File: config.mk
export PLATFORM = sky130hd
export DESIGN_NAME = unsorted_priority_queue
export DESIGN_NICKNAME = d
export VERILOG_FILES = /design/src/rtl/core/upq_pkg.sv /design/src/rtl/core/upq_mem.sv /design/src/rtl/core/upq_min.sv /design/src/rtl/core/unsorted_priority_queue.sv
export SDC_FILE = /design/constraint.sdc
export NUM_CORES = 2
export LEC_CHECK = 0
export BUFFER_PORTS_ARGS = -buffer_cell sky130_fd_sc_hd__buf_2
export CORE_ASPECT_RATIO = 0.5
export CORE_MARGIN = 10
export CORE_UTILIZATION = 30
export DETAILED_ROUTE_END_ITERATION = 8
export GPL_ROUTABILITY_DRIVEN = 0
export PLACE_DENSITY_LB_ADDON = 0.05
export SYNTH_ARGS = -nofsm -noshare
export SYNTH_HDL_FRONTEND = slang
export SYNTH_HIERARCHICAL = 1
export SYNTH_SLANG_ARGS = --single-unit
File: constraint.sdc
create_clock -name clk -period 7.2 [get_ports clk]
set_input_delay 1.44 -clock clk [delete_from_list [all_inputs] [get_ports clk]]
set_output_delay 1.44 -clock clk [all_outputs]
set_load 0.02 [all_outputs]
File: src/rtl/core/upq_pkg.sv
// types and constants shared by the unsorted priority queue files
package upq_pkg;

  localparam int KEY_W = 32;
  localparam int STATUS_W = 2;
  localparam int OCC_W = 7;

  localparam logic FUNC_INSERT = 1'b0;
  localparam logic FUNC_REMOVE = 1'b1;

  localparam logic [STATUS_W-1:0] ST_OK = 2'd0;
  localparam logic [STATUS_W-1:0] ST_EMPTY = 2'd1;
  localparam logic [STATUS_W-1:0] ST_FULL = 2'd2;

  typedef struct packed {
    logic                    func;
    logic signed [KEY_W-1:0] key_in;
  } in_item_t;

  typedef struct packed {
    logic signed [KEY_W-1:0] key_out;
    logic [STATUS_W-1:0]     status;
    logic [OCC_W-1:0]        occupancy;
  } out_item_t;

  typedef struct packed {
    logic valid;
    logic first;
  } cmp_ctrl_t;

endpackage

File: src/rtl/core/upq_mem.sv
// key store: one write port and one registered read port
module upq_mem #(
  parameter int DEPTH = 64,
  parameter int ADDR_W = 6
) (
  input  logic                            clk,
  input  logic                            wr_en,
  input  logic [ADDR_W-1:0]               wr_addr,
  input  logic signed [upq_pkg::KEY_W-1:0] wr_data,
  input  logic                            rd_en,
  input  logic [ADDR_W-1:0]               rd_addr,
  output logic signed [upq_pkg::KEY_W-1:0] rd_data
);

  logic signed [upq_pkg::KEY_W-1:0] mem [DEPTH];

  always_ff @(posedge clk) begin
    if (wr_en) begin
      mem[wr_addr] <= wr_data;
    end
  end

  always_ff @(posedge clk) begin
    if (rd_en) begin
      rd_data <= mem[rd_addr];
    end
  end

endmodule

File: src/rtl/core/upq_min.sv
// shared signed compare unit tracking the smallest key seen in a scan
module upq_min #(
  parameter int IDX_W = 6
) (
  input  logic                             clk,
  input  upq_pkg::cmp_ctrl_t               ctrl,
  input  logic signed [upq_pkg::KEY_W-1:0] key,
  input  logic [IDX_W-1:0]                 idx,
  output logic signed [upq_pkg::KEY_W-1:0] best_key,
  output logic [IDX_W-1:0]                 best_idx
);

  logic take;

  // strict less keeps the earliest of equal keys
  assign take = ctrl.first || (key < best_key);

  always_ff @(posedge clk) begin
    if (ctrl.valid && take) begin
      best_key <= key;
      best_idx <= idx;
    end
  end

endmodule

File: src/rtl/core/unsorted_priority_queue.sv
// unsorted priority queue top level: sequencer, key store and compare unit
//
// Min-priority queue of signed 32-bit keys held unsorted in a RAM.
// Input channel in_valid/in_stall/in_data carries func (insert or
// remove-min) and key_in; output channel out_valid/out_stall/out_data
// returns key_out, status and occupancy, exactly one result per transfer.
// An insert writes the key at the end of the store; its result is held in
// S_WAIT until the output register is free, then loaded into it.
// A remove-min on n stored keys reads the RAM once per key through its
// single read port, feeding one signed comparator, then moves the last key
// into the freed slot; the scan runs through S_SCAN, S_DRAIN and S_MOVE, and
// the result then waits in S_WAIT. Removal from an empty queue and insert
// into a full one answer with an error status and no scan.
// in_stall is high from a transfer until its result is in the output
// register, so no new request is taken while one is still in progress.
// A finished result waits in the output register while out_stall is high;
// the next input transfer is still taken, and its result waits internally.
// Reset (rst, synchronous) empties the queue and clears both valids; the
// RAM is not cleared, as only written entries are ever read.
module unsorted_priority_queue #(
  parameter int CAPACITY = 64
) (
  input  logic               clk,
  input  logic               rst,
  input  logic               in_valid,
  output logic               in_stall,
  input  upq_pkg::in_item_t  in_data,
  output logic               out_valid,
  input  logic               out_stall,
  output upq_pkg::out_item_t out_data
);

  localparam int IDX_W = (CAPACITY > 1) ? $clog2(CAPACITY) : 1;
  localparam int CNT_W = $clog2(CAPACITY + 1);

  typedef enum logic [4:0] {
    S_IDLE  = 5'b00001,
    S_SCAN  = 5'b00010,
    S_DRAIN = 5'b00100,
    S_MOVE  = 5'b01000,
    S_WAIT  = 5'b10000
  } state_t;

  state_t state;
  logic [CNT_W-1:0] count;
  logic [IDX_W-1:0] scan_idx;
  logic [IDX_W-1:0] cmp_idx;
  logic cmp_valid;
  logic signed [upq_pkg::KEY_W-1:0] last_key;
  upq_pkg::out_item_t res;

  logic in_xfer;
  logic out_free;
  logic out_load;
  logic [IDX_W-1:0] last_idx;
  logic wr_en;
  logic [IDX_W-1:0] wr_addr;
  logic signed [upq_pkg::KEY_W-1:0] wr_data;
  logic rd_en;
  logic signed [upq_pkg::KEY_W-1:0] rd_data;
  logic signed [upq_pkg::KEY_W-1:0] best_key;
  logic [IDX_W-1:0] best_idx;
  upq_pkg::cmp_ctrl_t ctrl;
  logic is_full;

  assign in_stall = (state != S_IDLE);
  assign in_xfer = in_valid && !in_stall;
  assign out_free = !out_valid || !out_stall;
  assign out_load = (state == S_WAIT) && out_free;
  assign last_idx = IDX_W'(count - CNT_W'(1));
  assign is_full = (count >= CNT_W'(CAPACITY));

  assign rd_en = (state == S_SCAN);
  assign ctrl.valid = cmp_valid;
  assign ctrl.first = (cmp_idx == '0);

  always_comb begin
    wr_en = 1'b0;
    wr_addr = best_idx;
    wr_data = last_key;
    if (state == S_MOVE) begin
      wr_en = 1'b1;
    end else if (in_xfer && (in_data.func == upq_pkg::FUNC_INSERT) && !is_full) begin
      wr_en = 1'b1;
      wr_addr = IDX_W'(count);
      wr_data = in_data.key_in;
    end
  end

  upq_mem #(
    .DEPTH  (CAPACITY),
    .ADDR_W (IDX_W)
  ) u_mem (
    .clk     (clk),
    .wr_en   (wr_en),
    .wr_addr (wr_addr),
    .wr_data (wr_data),
    .rd_en   (rd_en),
    .rd_addr (scan_idx),
    .rd_data (rd_data)
  );

  upq_min #(
    .IDX_W (IDX_W)
  ) u_min (
    .clk      (clk),
    .ctrl     (ctrl),
    .key      (rd_data),
    .idx      (cmp_idx),
    .best_key (best_key),
    .best_idx (best_idx)
  );

  always_ff @(posedge clk) begin
    if (rst) begin
      state <= S_IDLE;
      count <= '0;
      cmp_valid <= 1'b0;
      out_valid <= 1'b0;
    end else begin
      cmp_valid <= (state == S_SCAN);
      if (out_load) begin
        out_valid <= 1'b1;
      end else if (!out_stall) begin
        out_valid <= 1'b0;
      end
      case (state)
        S_IDLE: begin
          if (in_xfer) begin
            res.key_out <= '0;
            if (in_data.func == upq_pkg::FUNC_INSERT) begin
              state <= S_WAIT;
              if (is_full) begin
                res.status <= upq_pkg::ST_FULL;
                res.occupancy <= upq_pkg::OCC_W'(count);
              end else begin
                count <= count + CNT_W'(1);
                res.status <= upq_pkg::ST_OK;
                res.occupancy <= upq_pkg::OCC_W'(count + CNT_W'(1));
              end
            end else if (count == '0) begin
              state <= S_WAIT;
              res.status <= upq_pkg::ST_EMPTY;
              res.occupancy <= upq_pkg::OCC_W'(count);
            end else begin
              scan_idx <= '0;
              state <= S_SCAN;
            end
          end
        end
        S_SCAN: begin
          cmp_idx <= scan_idx;
          if (scan_idx == last_idx) begin
            state <= S_DRAIN;
          end else begin
            scan_idx <= scan_idx + IDX_W'(1);
          end
        end
        S_DRAIN: begin
          // data of the last entry is compared now
          last_key <= rd_data;
          state <= S_MOVE;
        end
        S_MOVE: begin
          // last key fills the slot of the removed one
          count <= count - CNT_W'(1);
          res.key_out <= best_key;
          res.status <= upq_pkg::ST_OK;
          res.occupancy <= upq_pkg::OCC_W'(count - CNT_W'(1));
          state <= S_WAIT;
        end
        S_WAIT: begin
          if (out_free) begin
            out_data <= res;
            state <= S_IDLE;
          end
        end
        default: begin
          state <= S_IDLE;
        end
      endcase
    end
  end

endmodule
==> impl_results.md <==
* Area leader, netlist: edfxtp_1
* Vias in the first global route at 42,600
* Core area at 287,000 sq um
* Drt pass-1 iters at 5
* Slew at the pin closest to its max-slew limit at 1270 ps
* Mean post-synth cell area at 22.1 sq um
* Yosys cell types at 71
* Worst VDD drop at 185 uV
* Pwr dens at 268 nW/um^2
* Total gr overflow at 0
* Sw Ratio at 21.5%
* Main combinational cell family by area after synthesis: multiplexers
* Final core occ at 34.7%
* Die width at 780 um
* Post-layout nets at 4,268
* Lkg Pwr at 30.5 nW
* Worst setup SP type: input port
* Post-synth ARST share at 0%
* Combinational share of power at 2.8%
* CTS tree: done
* DR iter-0 viols at 5,123
* Register bit total from synthesis at 2,258
* CP Data Required Time at 7770 ps
* IO Port Bufs at 79
* Clk sink count at 2,258
* Post-Synth XOR/XNOR Area at 0.223%
* HP Class: reg2reg
* Cts repair resizes at 0
* Area grow syn2layout at 15.2%
* Adder-cell share of the synthesized area at 0.506%
* Complex-gate fraction of the synthesized area at 1.95%
* Max Cap Violations at 0
* Final ANT Viol Nets at 0
* Post-Synth Simple-Gate Area at 2.55%
* Post-Syn Area at 86,500 sq um
* Synth Flop Type: edfxtp_1
* Pin count of the biggest net entering global routing at 85
* Routed WL at 291,000 um
* Fin crit share at 71.1%
* Worst Path Arrival at 5690 ps
* First-pass GRT wire length at 391,000 um
* Setup Buffers After CTS at 0
* Setup_tns at 0 ps
* Total global-route track usage at 18.4%
* YS warnings at 6
* Seq pwr share at 54.6%
* Final hold violation count at 0
* Net Count, Synth at 3,996
* Vias at 42,000
* TritonCTS buffer count at 224
* Multiplexer area fraction after synthesis at 15.2%
* Layout cells sized above 1 at 27.7%
* Fmax achieved at 195 MHz
* Die area at 312,000 sq um
* Die Ht at 400 um
* Clock latency on the worst-skew pair at 890 ps
* Int Power at 21.0 mW
* Row cnt at 139
* Endpoints failing setup at 0
* CTS Hold Bufs at 0
* Final Max Slew Viols at 0
* Root Driver: clkbuf_16
* Post-synth EDFFs at 2,244
* Min cycle time layout at 5120 ps
* Synth top area share at 77.9%
* DR WL/cell at 35.5 um
* Status: complete, no violations
* Remaining DRCs at 0
* # IOs at 80
* Clk_skew at 37.7 ps
* Top post-synthesis cells by area: edfxtp_1 (78%), mux4_2 (14%), mux2i_1 (1.1%)
* Switching power at 5.74 mW
* Crit end category: flip-flop
* Crit path max fanout at 19
* Initial Util at 30.2%
* DP HPWL at 187,000 um
* Clk pin slew, worst setup/hold paths at 60 ps
* Fill count at 26,600
* CTS Buffer Depth at 4
* Relative slew margins at 15.4%
* Cells after Synth at 3,924
* RSZ-0062 raised after global routing: no
* Clock power share at 42.6%
* Initial antenna violation count at 58
* Vias per cell at 5.13
* Clock H-tree levels at 4
* Sequential area share after synthesis at 78.2%
* CP Class: in2reg
layout by cell type, fill, tap and decap left out, types with 9 or more instances in the layout:
master,n
edfxtp_1,2244
mux4_2,544
clkbuf_16,228
buf_4,163
nand2_1,122
nor2_1,97
mux2i_1,93
o22ai_1,85
a21oi_1,81
buf_2,79
nor2_4,63
clkinv_1,58
clkbuf_1,55
inv_1,37
and3_1,37
ha_1,35
clkinv_2,30
nand2_2,28
o221ai_1,28
nand3_1,19
nor2b_1,16
diode_2,15
bufinv_16,14
dfxtp_1,14
buf_12,14
a22oi_1,13
nor3_1,12
xor2_1,11
xnor2_1,11
o21ai_0,11
nand2b_1,9
path summary, 6_finish.rpt:
| check | from | endpoint | slack, ps | cells past startpoint |
|---|---|---|---|---|
| worst max register to register | count[6] | u_mem/mem[3][2] | 2370 | 7 |
| worst min register to register | res[2] | out_data[2] | 410 | 0 |
| worst max-delay path | in_data[32] | u_mem/mem[3][2] | 2080 | 8 |
| worst min-delay path | res[2] | out_data[2] | 410 | 0 |
area by class of cell:
type	count	area [sq um]	share of cell area, %
flip-flops and latches	2258	67700	67.9
multi-input cells	1418	18400	18.4
clock buffers	285	5940	5.96
well taps	3807	4760	4.78
repair buffers	256	1900	1.91
clock inverters	111	898	0.901
inverters	38	143	0.143
diodes	15	37.5	0.0376
through the flow:
step / hold slack, ps / total power, mW / instances / cell area (sq um) / setup slack (ps)
after CTS: 415 / 27.1 / 8173 / 99700 / 2060
after global routing: 424 / 27.6 / 8173 / 99700 / 1860
final: 411 / 26.7 / 8188 / 99700 / 2080
after detailed placement: 405 / 15.6 / 7777 / 92800 / 1090
after floorplan: 400 / 15.1 / 3924 / 86500 / 1670
after global placement: 405 / 15.6 / 7777 / 92800 / 1170
kinds of logic after synthesis:
logic type               after synthesis
AND/OR/NAND/NOR                      465
flip-flops                          2258
adder cells (fa/ha/maj)               35
multiplexers                         637
AO/OA/AOI/OAI                        259
buffers and inverters                248
XOR/XNOR                              22
power by group through the flow:
stage	clock, mW	sequential [mW]	combinational (mW)
after global routing	12.3	14.6	0.792
after global placement	0	14.9	0.758
after CTS	11.7	14.6	0.768
after floorplan	0	14.9	0.285
after detailed placement	0	14.9	0.768
final	11.4	14.6	0.746
synthesized netlist by cell type, types with 4 or more instances:
library cell / count
a21oi_1: 82
a22oi_1: 13
a311oi_1: 9
a41o_1: 4
and2_1: 4
and3_1: 37
buf_1: 21
buf_2: 63
buf_4: 29
buf_6: 6
clkbuf_1: 91
dfxtp_1: 14
edfxtp_1: 2244
ha_1: 35
inv_1: 37
mux2i_1: 93
mux4_2: 544
nand2_1: 154
nand2b_1: 10
nand3_1: 19
nand3b_1: 5
nand4_1: 6
nor2_1: 160
nor2b_1: 16
nor3_1: 14
nor4b_1: 6
o21ai_0: 12
o221ai_1: 28
o22ai_1: 85
o32ai_1: 4
or3_1: 6
xnor2_1: 11
xor2_1: 11
flip-flops by register name, summed over array words and instances, names as in the netlist, 6 cells and up:
signal,cells
u_min/best_key,32
scan_idx,6
u_min/best_idx,6
out_data,41
last_key,32
count,7
cmp_idx,6
u_mem/rd_data,32
u_mem/mem,2048
res,41
critical path: stages:
cell     delay (ps)
buf_2           150
nor2_1          270
nand4_1         680
o21ai_0         990
nand3_1         590
buf_4           420
nor2_4          710
buf_4           380
per-layer routing:
layer	global-route usage [%]	share of wire [%]	up-vias
met4	3.28	1.8	6
met5	0	0.016	-
met3	3.73	7.1	322
met2	27.6	44	1479
met1	27.7	47	23200
li1	-	-	17000
Note: power is estimated with default switching activity, not from simulation.
